`config.mk`:
```
export PLATFORM = sky130hd
export DESIGN_NAME = journal_line_ansi_classifier
export DESIGN_NICKNAME = d
export VERILOG_FILES = /design/src/design/jlac_pkg.sv /design/src/design/jlac_line_fsm.sv /design/src/design/jlac_out_reg.sv /design/src/design/journal_line_ansi_classifier.sv
export SDC_FILE = /design/constraint.sdc
export NUM_CORES = 1
export LEC_CHECK = 0
export BUFFER_PORTS_ARGS = -buffer_cell sky130_fd_sc_hd__buf_4
export CAP_MARGIN = 20
export CORE_AREA = 2 2 59 117
export DETAILED_ROUTE_END_ITERATION = 8
export DIE_AREA = 0 0 61 119
export HOLD_SLACK_MARGIN = 0.03
export PLACE_DENSITY = 0.65
export SYNTH_ARGS = -nofsm -noshare
export SYNTH_HDL_FRONTEND = slang
export SYNTH_HIERARCHICAL = 1
export SYNTH_SLANG_ARGS = --single-unit
export TNS_END_PERCENT = 30
```
`constraint.sdc`:
```
create_clock -name clk -period 2.9 [get_ports clk]
set_input_delay 0.58 -clock clk [delete_from_list [all_inputs] [get_ports clk]]
set_output_delay 0.58 -clock clk [all_outputs]
set_load 0.1 [all_outputs]
```
`src/design/jlac_pkg.sv`:
```
package jlac_pkg;

  localparam int NUM_PFX = 7;
  localparam int PFX_MAX = 15;

  // Input action codes.
  localparam logic ACT_BYTE = 1'b0;
  localparam logic ACT_END  = 1'b1;

  // Result kind codes.
  localparam logic KIND_BYTE = 1'b0;
  localparam logic KIND_EOL  = 1'b1;

  // Segment codes.
  localparam logic SEG_HEADER  = 1'b0;
  localparam logic SEG_MESSAGE = 1'b1;

  // Line type codes.
  localparam logic [2:0] LT_HEADER   = 3'd0;
  localparam logic [2:0] LT_STANDARD = 3'd1;
  localparam logic [2:0] LT_BOLD     = 3'd2;
  localparam logic [2:0] LT_ERROR    = 3'd3;
  localparam logic [2:0] LT_WARNING  = 3'd4;
  localparam logic [2:0] LT_DEBUG    = 3'd5;
  localparam logic [2:0] LT_AUDIT    = 3'd6;

  localparam logic [7:0] CH_TAB   = 8'h09;
  localparam logic [7:0] CH_LF    = 8'h0A;
  localparam logic [7:0] CH_ESC   = 8'h1B;
  localparam logic [7:0] CH_SPACE = 8'h20;
  localparam logic [7:0] CH_COLON = 8'h3A;
  localparam logic [7:0] CH_LBRK  = 8'h5B;
  localparam logic [7:0] CSI_LO   = 8'h40;
  localparam logic [7:0] CSI_HI   = 8'h7E;

  localparam logic [4:0] POS_MAX = 5'd31;

  typedef enum logic [1:0] {
    ESC_PLAIN = 2'd0,
    ESC_AFTER = 2'd1,
    ESC_CSI   = 2'd2
  } esc_phase_t;

  typedef struct packed {
    logic       kind;
    logic       segment;
    logic [7:0] out_byte;
    logic [2:0] line_type;
    logic       line_last;
  } jlac_result_t;

  // Colour prefixes; entries past a prefix's length are never compared.
  localparam logic [7:0] PFX_TEXT [NUM_PFX][PFX_MAX] = '{
    '{8'h1B, "[", "0", ";", "1", ";", "3", "9", "m",
      8'h00, 8'h00, 8'h00, 8'h00, 8'h00, 8'h00},
    '{8'h1B, "[", "0", ";", "1", ";", "3", "1", "m",
      8'h00, 8'h00, 8'h00, 8'h00, 8'h00, 8'h00},
    '{8'h1B, "[", "0", ";", "1", ";", "3", "8", ";", "5", ";", "1", "8", "5", "m"},
    '{8'h1B, "[", "0", ";", "1", ";", "3", "8", ":", "5", ":", "1", "8", "5", "m"},
    '{8'h1B, "[", "0", ";", "3", "8", ";", "5", ";", "2", "4", "5", "m",
      8'h00, 8'h00},
    '{8'h1B, "[", "0", ";", "3", "8", ":", "5", ":", "2", "4", "5", "m",
      8'h00, 8'h00},
    '{8'h1B, "[", "0", ";", "3", "4", "m",
      8'h00, 8'h00, 8'h00, 8'h00, 8'h00, 8'h00, 8'h00, 8'h00}
  };

  localparam logic [4:0] PFX_LEN [NUM_PFX] = '{5'd9, 5'd9, 5'd15, 5'd15, 5'd13, 5'd13, 5'd7};

  localparam logic [2:0] PFX_TYPE [NUM_PFX] = '{
    LT_BOLD, LT_ERROR, LT_WARNING, LT_WARNING, LT_DEBUG, LT_DEBUG, LT_AUDIT
  };

endpackage

```
`src/design/jlac_line_fsm.sv`:
```
module jlac_line_fsm
  import jlac_pkg::*;
(
  input  logic         clk,
  input  logic         rst,
  input  logic         take,
  input  logic         action,
  input  logic [7:0]   char_value,
  output logic         res_valid,
  output jlac_result_t res
);

  logic                 line_has_bytes, line_has_bytes_next;
  logic                 colon_pending, colon_pending_next;
  logic                 in_message, in_message_next;
  logic [4:0]           message_position, message_position_next;
  logic [NUM_PFX-1:0]   prefix_match_bits, prefix_match_bits_next;
  logic                 strip_mode, strip_mode_next;
  esc_phase_t           escape_phase, escape_phase_next;

  logic                 close_req;
  logic                 strip_eff;
  logic [2:0]           kind_of_line;

  // Line type from the state of the line being closed.
  always_comb begin
    kind_of_line = LT_STANDARD;
    if (!in_message) begin
      kind_of_line = LT_HEADER;
    end else if (strip_mode) begin
      for (int i = NUM_PFX - 1; i >= 0; i--) begin
        if (prefix_match_bits[i] && (message_position >= PFX_LEN[i])) begin
          kind_of_line = PFX_TYPE[i];
        end
      end
    end
  end

  assign close_req = (action == ACT_END) || (char_value == CH_LF);
  assign strip_eff = (message_position == 5'd0) ? (char_value == CH_ESC) : strip_mode;

  always_comb begin
    line_has_bytes_next    = line_has_bytes;
    colon_pending_next     = colon_pending;
    in_message_next        = in_message;
    message_position_next  = message_position;
    prefix_match_bits_next = prefix_match_bits;
    strip_mode_next        = strip_mode;
    escape_phase_next      = escape_phase;
    res_valid              = 1'b0;
    res.kind               = KIND_BYTE;
    res.segment            = SEG_HEADER;
    res.out_byte           = char_value;
    res.line_type          = LT_HEADER;
    res.line_last          = 1'b0;

    if (close_req) begin
      if (line_has_bytes) begin
        res_valid              = 1'b1;
        res.kind               = KIND_EOL;
        res.segment            = in_message ? SEG_MESSAGE : SEG_HEADER;
        res.out_byte           = 8'h00;
        res.line_type          = kind_of_line;
        res.line_last          = 1'b1;
        line_has_bytes_next    = 1'b0;
        colon_pending_next     = 1'b0;
        in_message_next        = 1'b0;
        message_position_next  = 5'd0;
        prefix_match_bits_next = '1;
        strip_mode_next        = 1'b0;
        escape_phase_next      = ESC_PLAIN;
      end
    end else begin
      line_has_bytes_next = 1'b1;
      if (!in_message) begin
        if (colon_pending && (char_value == CH_SPACE)) begin
          colon_pending_next = 1'b0;
          in_message_next    = 1'b1;
        end else begin
          colon_pending_next = (char_value == CH_COLON);
          res_valid          = 1'b1;
        end
      end else begin
        strip_mode_next = strip_eff;
        for (int i = 0; i < NUM_PFX; i++) begin
          if ((message_position < PFX_LEN[i]) &&
              (PFX_TEXT[i][message_position[3:0]] != char_value)) begin
            prefix_match_bits_next[i] = 1'b0;
          end
        end
        if (message_position != POS_MAX) begin
          message_position_next = message_position + 5'd1;
        end
        res.segment = SEG_MESSAGE;
        if (!strip_eff) begin
          res_valid = 1'b1;
        end else begin
          unique case (escape_phase)
            ESC_AFTER: begin
              escape_phase_next = (char_value == CH_LBRK) ? ESC_CSI : ESC_PLAIN;
            end
            ESC_CSI: begin
              if ((char_value >= CSI_LO) && (char_value <= CSI_HI)) begin
                escape_phase_next = ESC_PLAIN;
              end
            end
            default: begin
              escape_phase_next = ESC_PLAIN;
              if (char_value == CH_ESC) begin
                escape_phase_next = ESC_AFTER;
              end else if ((char_value >= CH_SPACE) || (char_value == CH_TAB)) begin
                res_valid = 1'b1;
              end
            end
          endcase
        end
      end
    end
  end

  always_ff @(posedge clk) begin
    if (rst) begin
      line_has_bytes    <= 1'b0;
      colon_pending     <= 1'b0;
      in_message        <= 1'b0;
      message_position  <= 5'd0;
      prefix_match_bits <= '1;
      strip_mode        <= 1'b0;
      escape_phase      <= ESC_PLAIN;
    end else if (take) begin
      line_has_bytes    <= line_has_bytes_next;
      colon_pending     <= colon_pending_next;
      in_message        <= in_message_next;
      message_position  <= message_position_next;
      prefix_match_bits <= prefix_match_bits_next;
      strip_mode        <= strip_mode_next;
      escape_phase      <= escape_phase_next;
    end
  end

  a_strip_in_msg: assert property (@(posedge clk) disable iff (rst)
    strip_mode |-> in_message)
    else $error("strip mode set outside a message");

  a_pos_in_msg: assert property (@(posedge clk) disable iff (rst)
    (message_position != 5'd0) |-> in_message)
    else $error("message position advanced outside a message");

  a_esc_needs_strip: assert property (@(posedge clk) disable iff (rst)
    (escape_phase != ESC_PLAIN) |-> strip_mode)
    else $error("escape phase active on a raw message");

  a_msg_has_bytes: assert property (@(posedge clk) disable iff (rst)
    (in_message || colon_pending) |-> line_has_bytes)
    else $error("line state set on an empty line");

  a_header_eol: assert property (@(posedge clk) disable iff (rst)
    (res_valid && res.kind == KIND_EOL && res.segment == SEG_HEADER)
      |-> (res.line_type == LT_HEADER))
    else $error("line without separator typed as message");

endmodule

```
`src/design/jlac_out_reg.sv`:
```
module jlac_out_reg
  import jlac_pkg::*;
(
  input  logic         clk,
  input  logic         rst,
  input  logic         take,
  input  logic         res_valid,
  input  jlac_result_t res,
  output logic         can_take,
  input  logic         out_ready,
  output logic         out_valid,
  output jlac_result_t out_res
);

  logic out_valid_next;

  assign can_take = !out_valid || out_ready;

  always_comb begin
    out_valid_next = out_valid;
    if (out_valid && out_ready) begin
      out_valid_next = 1'b0;
    end
    if (take && res_valid) begin
      out_valid_next = 1'b1;
    end
  end

  always_ff @(posedge clk) begin
    if (rst) begin
      out_valid <= 1'b0;
    end else begin
      out_valid <= out_valid_next;
    end
  end

  always_ff @(posedge clk) begin
    if (take && res_valid) begin
      out_res <= res;
    end
  end

endmodule

```
`src/design/journal_line_ansi_classifier.sv`:
```
// Journal line classifier: takes one Latin-1 byte (or an end-of-text flush) per
// transfer and splits the stream into lines at newline, skipping empty lines.
// Bytes up to and including the first colon followed by a space come out as
// header text (segment 0), the space itself is dropped, and the rest of the
// line is the message (segment 1). A message starting with ESC has its ANSI
// escape sequences and control bytes other than tab removed, and its opening
// colour sequence sets the line type; a plain message is passed raw and typed
// standard, and a line with no separator is typed header. Closing a line
// yields one end-of-line item with line_last set and the line type.
// Throughput is one input transfer per clock cycle unless the output stalls:
// each byte is decoded by combinational logic and its result, if any, is
// written into a one-entry output register. in_ready is high whenever that
// register is empty or is being drained in the same cycle, so the output
// register alone sets the rate under back-pressure.
module journal_line_ansi_classifier
  import jlac_pkg::*;
(
  input  logic       clk,
  input  logic       rst,
  input  logic       in_valid,
  output logic       in_ready,
  input  logic       action,
  input  logic [7:0] char_value,
  output logic       out_valid,
  input  logic       out_ready,
  output logic       kind,
  output logic       segment,
  output logic [7:0] out_byte,
  output logic [2:0] line_type,
  output logic       line_last
);

  logic         take;
  logic         res_valid;
  jlac_result_t res;
  jlac_result_t out_res;

  // A transfer is taken whenever the output register has room for its result.
  assign take = in_valid && in_ready;

  jlac_line_fsm u_line (
    .clk        (clk),
    .rst        (rst),
    .take       (take),
    .action     (action),
    .char_value (char_value),
    .res_valid  (res_valid),
    .res        (res)
  );

  jlac_out_reg u_out (
    .clk       (clk),
    .rst       (rst),
    .take      (take),
    .res_valid (res_valid),
    .res       (res),
    .can_take  (in_ready),
    .out_ready (out_ready),
    .out_valid (out_valid),
    .out_res   (out_res)
  );

  assign kind      = out_res.kind;
  assign segment   = out_res.segment;
  assign out_byte  = out_res.out_byte;
  assign line_type = out_res.line_type;
  assign line_last = out_res.line_last;

endmodule
```
==> metrics, run 1 <==
post-synth top area cell=edfxtp_1; Post-Route Setup TNS=0 ps; DP Area=3045 um^2; I/O Buffers=28; IO Pins=29; TritonCTS clock tree=built; Syn Nets=384; Setup Fix Bufs, Post-CTS=0; reg2reg path depth=9; grt total ovfl=0; register bit total from synthesis=33; largest net degree at the start of global routing=23; critical path capture point type=flip-flop; Die W=61 um; share of layout cells above drive strength 1=0.1569; Reg area=800.8 um^2; clock buffer count from CTS=5; Max IR drop VDD=0.0007076 V; Synth cell types=60; Synth Warn #=6; filler cell count=650; # hold bufs at CTS=0; DRC viols=0; Starting Density=0.4307; PD cells=433.6 nW/um^2; Clock Skews=8.200 ps; Final Hold Fails=0; RSZ-0062 raised after global routing=no; top cells by area, synth=edfxtp_1 (15%), dfxtp_1 (14%), ha_1 (5.8%), xnor2_1 (4.7%), o21ai_0 (4.5%); total wire length=8255 um; Setup CP Type=reg -> reg; Crit path arrival time=2510 ps; Slew @ Worst Pin=567.7 ps; synthesized netlist cell count=358; Design Area, Final=3236 um^2; Detailed Place HPWL=6156 um; Post-CTS Resized=0; worst-path maximum fanout=14; core area=6464 um^2; hold depth=2; Wirelength per Cell=17.79 um; max-cap viol count=0; first-pass GRT wire length=13020 um; die height=119 um; Post-synth top flop=dfxtp_1; DRT iter0 DRCs=201; clk buf depth=2; hold crit path type=reg -> reg; Reg clk slew, reported paths=60 ps; vias in the first global route=2668; fin crit period=2598 ps; Area growth, synth to finish=16.22%; outcome=complete, no violations; gr usage total=0.2352; Async S/R FF share, synth=0; via count=2810; placer congestion estimate=0.9304; root buf cell=clkbuf_16; top cell type's share of synthesized area=0.1510; fmax=384.9 MHz; H-tree lvl count=2; CP required=2810 ps; register area share after synthesis=0.2876; clock sinks=33; Synth Cell Area=2784 um^2; slew margin rel.=0.6210; total die area=7259 um^2; Post-synth EDFFs=14; DR vias/cell=6.056; final worst-path cycle share=0.8960; Setup violations, final=0; row cnt=42; number of diodes=0; Static Leak=1.173 nW; nets=401; initial antenna violation count=0; Initial DRT Pass Iterations=5; startpoint types=flip-flop; Tot Pwr=1.403 mW; DRT antenna net count=0; Clock Latency Late Sink=280 ps; Slew Viols, Final=0; footprint of the multi-input gates=1789 um^2; Synth Area per Inst=7.776 um^2
worst max-delay path, stage by stage, from the launching register on:
cell,delay [ps]
dfxtp_1,310
inv_1,190
ha_1,210
nor2b_1,230
and3_1,230
mux2i_1,260
o22ai_1,110
o21ai_0,170
nand2_1,120
inv_1,400
where the power goes:
part,total (mW),switching (mW),internal [mW],leakage (nW)
clock,0.682,0.192,0.490,0.0938
sequential,0.506,0.00622,0.500,0.287
combinational,0.215,0.159,0.0560,0.792
total,1.40,0.357,1.05,1.17
worst paths after layout:
kind                                                              start                                   to  slack, ps
worst min register to register      u_line/escape_phase[1]$_SDFFE_PP0P_  u_line/escape_phase[1]$_SDFFE_PP0P_        490
worst min-delay path                u_line/escape_phase[1]$_SDFFE_PP0P_  u_line/escape_phase[1]$_SDFFE_PP0P_        490
worst max-delay path            u_line/message_position[1]$_SDFFE_PP0P_           u_out/out_res[8]$_DFFE_PP_        300
worst max register to register  u_line/message_position[1]$_SDFFE_PP0P_           u_out/out_res[8]$_DFFE_PP_        300
registers in the layout, summed over array words and instances (netlist names):
signal and cells:
u_line/line_has_bytes 1, u_line/message_position 5, u_line/escape_phase 2, u_line/colon_pending 1, u_line/prefix_match_bits 7, u_out/out_res 14
u_out/out_valid 1, u_line/strip_mode 1, u_line/in_message 1
kinds of logic after synthesis:
group	count (synthesis)	synth area share
AND/OR/NAND/NOR	140	0.2656
AO/OA/AOI/OAI	97	0.2180
buffers and inverters	44	0.06966
flip-flops	33	0.2876
XOR/XNOR	25	0.07865
adder cells (fa/ha/maj)	13	0.05843
multiplexers	6	0.02202
layout by cell type, fill, tap and decap left out, types with 11 or more instances in the layout:
cell type and instances:
o21ai_0 25, xnor2_1 15, nand2_1 26, inv_1 11, nor2_1 32, a21oi_1 24
edfxtp_1 14, dfxtp_1 19, ha_1 13, nand3_1 16, buf_4 38
cells in the mapped netlist (all sizes together), types with 2 or more instances:
cell / n
clkinv: 2
or2: 2
a2bb2oi: 2
o22ai: 6
o211ai: 3
nor2: 33
xor2: 10
nand2: 26
xnor2: 15
nand3: 16
edfxtp: 14
a21oi: 25
clkbuf: 14
nor3: 11
o32a: 2
and3: 5
nor4b: 3
nand4: 5
inv: 14
or3: 6
dfxtp: 19
a21boi: 3
a31oi: 9
a211oi: 7
o21ai: 27
nor4: 6
and2: 6
a211o: 2
ha: 13
mux2i: 5
nand2b: 4
o31a: 2
buf: 14
nand4b: 3
nor2b: 10
layout make-up:
cell class,count,share of cell area
Clock buffer,5,0.03867
Sequential cell,33,0.2475
Multi-Input combinational cell,281,0.5530
Tap cell,88,0.03403
Inverter,16,0.01856
Clock inverter,3,0.02011
Timing Repair Buffer,38,0.08817
metal layers:
layer / wire length [um] / vias to the layer above / track usage
met4: 363 / 0 / 0.1250
met2: 4072 / 136 / 0.3710
met3: 495 / 29 / 0.03149
met5: 0 / - / 0
li1: - / 1323 / -
met1: 3323 / 1322 / 0.3000
through the flow:
stage	hold slack (ps)	setup WS, ps	instances	util
finish	486.0	301.7	464	0.5006
global route	518.8	113.0	464	0.5006
CTS	487.0	344.2	464	0.5006
detailed placement	479.5	366.2	456	0.4712
global placement	463.6	430.1	456	0.4712
floorplan	442.5	374.0	358	-
Note: power is estimated with default switching activity, not from simulation.
==> inputs of run 2 (changes only) <==
--- a/config.mk
+++ b/config.mk
@@ -10,6 +10,7 @@
 export CORE_AREA = 2 2 59 117
 export DETAILED_ROUTE_END_ITERATION = 8
 export DIE_AREA = 0 0 61 119
+export GPL_TIMING_DRIVEN = 0
 export HOLD_SLACK_MARGIN = 0.03
 export PLACE_DENSITY = 0.65
 export SYNTH_ARGS = -nofsm -noshare
==> constraint.sdc (replaced) <==
create_clock -name clk -period 2.9 [get_ports clk]
set_input_delay 0.29 -clock clk [delete_from_list [all_inputs] [get_ports clk]]
set_output_delay 0.29 -clock clk [all_outputs]
set_load 0.1 [all_outputs]
==> run 2 against run 1 <==
  * Non-clock buffer count rose by 15
  * Combinational power rose by 7%
  * Cell count rose by 3.2%
  * Critical path type unchanged
  * Largest cell class unchanged
==> metrics, run 2 (same netlist as run 1, synthesis figures left out) <==
Slew Viols, Final=0; RSZ-0062 raised after global routing=no; total die area=7259 um^2; most common cell after layout, fill and taps aside=nor2_1; slew margin rel.=0.5827; share of layout cells above drive strength 1=0.1560; core area=6464 um^2; fin crit period=2757 ps; Wirelength per Cell=17.59 um; startpoint types=flip-flop; # hold bufs at CTS=0; Static Leak=1.160 nW; Detailed Place HPWL=6328 um; Clock Skews=2.667 ps; Cells after DPL=470; IO Pins=29; first-pass GRT wire length=13630 um; Clock Latency Late Sink=270 ps; grt total ovfl=0; hold crit path type=in -> reg; largest net degree at the start of global routing=12; Slew @ Worst Pin=617.8 ps; Reg area=800.8 um^2; Initial DRT Pass Iterations=5; hold path start=rst; initial antenna violation count=0; CP Launch Point=u_line/message_position[0]$_SDFFE_PP0P_; via count=2835; Die W=61 um; total wire length=8427 um; number of diodes=0; root buf cell=clkbuf_16; max reg flops=14; row cnt=42; clock sinks=33; CP required=2890 ps; Starting Density=0.4307; filler cell count=658; DR vias/cell=5.919; DRT antenna net count=0; critical path capture point type=flip-flop; die height=119 um; gr usage total=0.2453; nets=416; Setup CP Type=reg -> reg; vias in the first global route=2759; PD cells=379.2 nW/um^2; worst-path maximum fanout=10; Area growth, synth to finish=17.08%; Setup violations, final=0; outcome=complete, no violations; most frequent cells in the layout=nor2_1 (32), buf_4 (28), nand2_1 (26); Reg clk slew, reported paths=50 ps; max-cap viol count=0; clock buffer count from CTS=5; I/O Buffers=24; clk buf depth=2; DRC viols=0; Largest regs=u_out/out_res (14), u_line/prefix_match_bits (7), u_line/message_position (5); H-tree lvl count=2; TritonCTS clock tree=built; Reg-to-Reg Start=u_line/message_position[0]$_SDFFE_PP0P_; fmax=362.7 MHz; placer congestion estimate=0.9470; Crit path arrival time=2740 ps; Biggest register=u_out/out_res; footprint of the multi-input gates=1792 um^2; final worst-path cycle share=0.9506; DRT iter0 DRCs=301; Final Hold Fails=0; Max IR drop VDD=0.0002921 V; final cell count without fillers=479; Hold WS=205.5 ps
run 2: cell types whose count changed in the layout (fill, tap and decap cells not counted), sizes merged:
cell,previous run,this run
bufinv,2,0
inv,14,13
buf,38,40
clkbuf,5,18
clkinvlp,0,2
clkinv,3,4
run 2: worst max-delay path, cell delays in order (launching register included):
cell        delay (ps)
dfxtp_1            430
inv_2              210
ha_2               300
nor2b_1            290
and3_1             270
mux2i_1            260
o22ai_1            100
o21ai_0            170
nand2_1            140
clkinvlp_4         150
buf_12             130
run 2: cell type report:
class	count	area share
buffer	27	0.03992
clock buffer	5	0.03839
clock inverter	3	0.005374
inverter	16	0.01958
multi-input combinational	281	0.5497
sequential	33	0.2457
tap	88	0.03378
timing repair buffer	26	0.06756
run 2: report_power, final:
group          leakage [nW]  internal, mW  total (mW)  switching (mW)
sequential            0.287         0.500       0.506         0.00615
clock                0.0696         0.314       0.501           0.187
combinational         0.804        0.0656       0.229           0.164
run 2: metal layers:
layer  share of wire  vias to the layer above  track usage
met3           0.080                       23      0.04560
met1            0.39                     1318       0.3142
met4           0.026                        0      0.09511
met2            0.50                      134       0.3952
li1                -                     1360            -
met5               0                        -            0
run 2: path summary, 6_finish.rpt:
path,to,slack [ps],cells after the start
worst min-delay path,u_out/out_valid$_SDFFE_PP0P_,210,2
worst min register to register,u_line/prefix_match_bits[3]$_SDFFE_PP1P_,490,2
worst max-delay path,u_out/out_res[5]$_DFFE_PP_,140,10
worst max register to register,u_out/out_res[5]$_DFFE_PP_,140,10
run 2: what timing repair did:
| action | in CTS | in global routing |
|---|---|---|
| buffers inserted | 2 | 0 |
| setup endpoints to repair | 14 | 16 |
| hold endpoints to repair | 0 | 0 |
| gates resized for setup | 3 | 1 |
run 2: through the flow:
step	power [mW]	TNS (ps)	worst slack [ps]	area [um^2]	util
6_report	1.236	0	143.3	3259	0.5043
2_1_floorplan	0.6774	0	374.0	2784	-
4_1_cts	1.243	0	46.30	3261	0.5045
3_5_place_dp	0.7329	-4260	-305.0	3074	0.4756
5_1_grt	1.275	0	32.42	3259	0.5043
3_3_place_gp	0.7308	-3609	-258.6	3074	0.4756
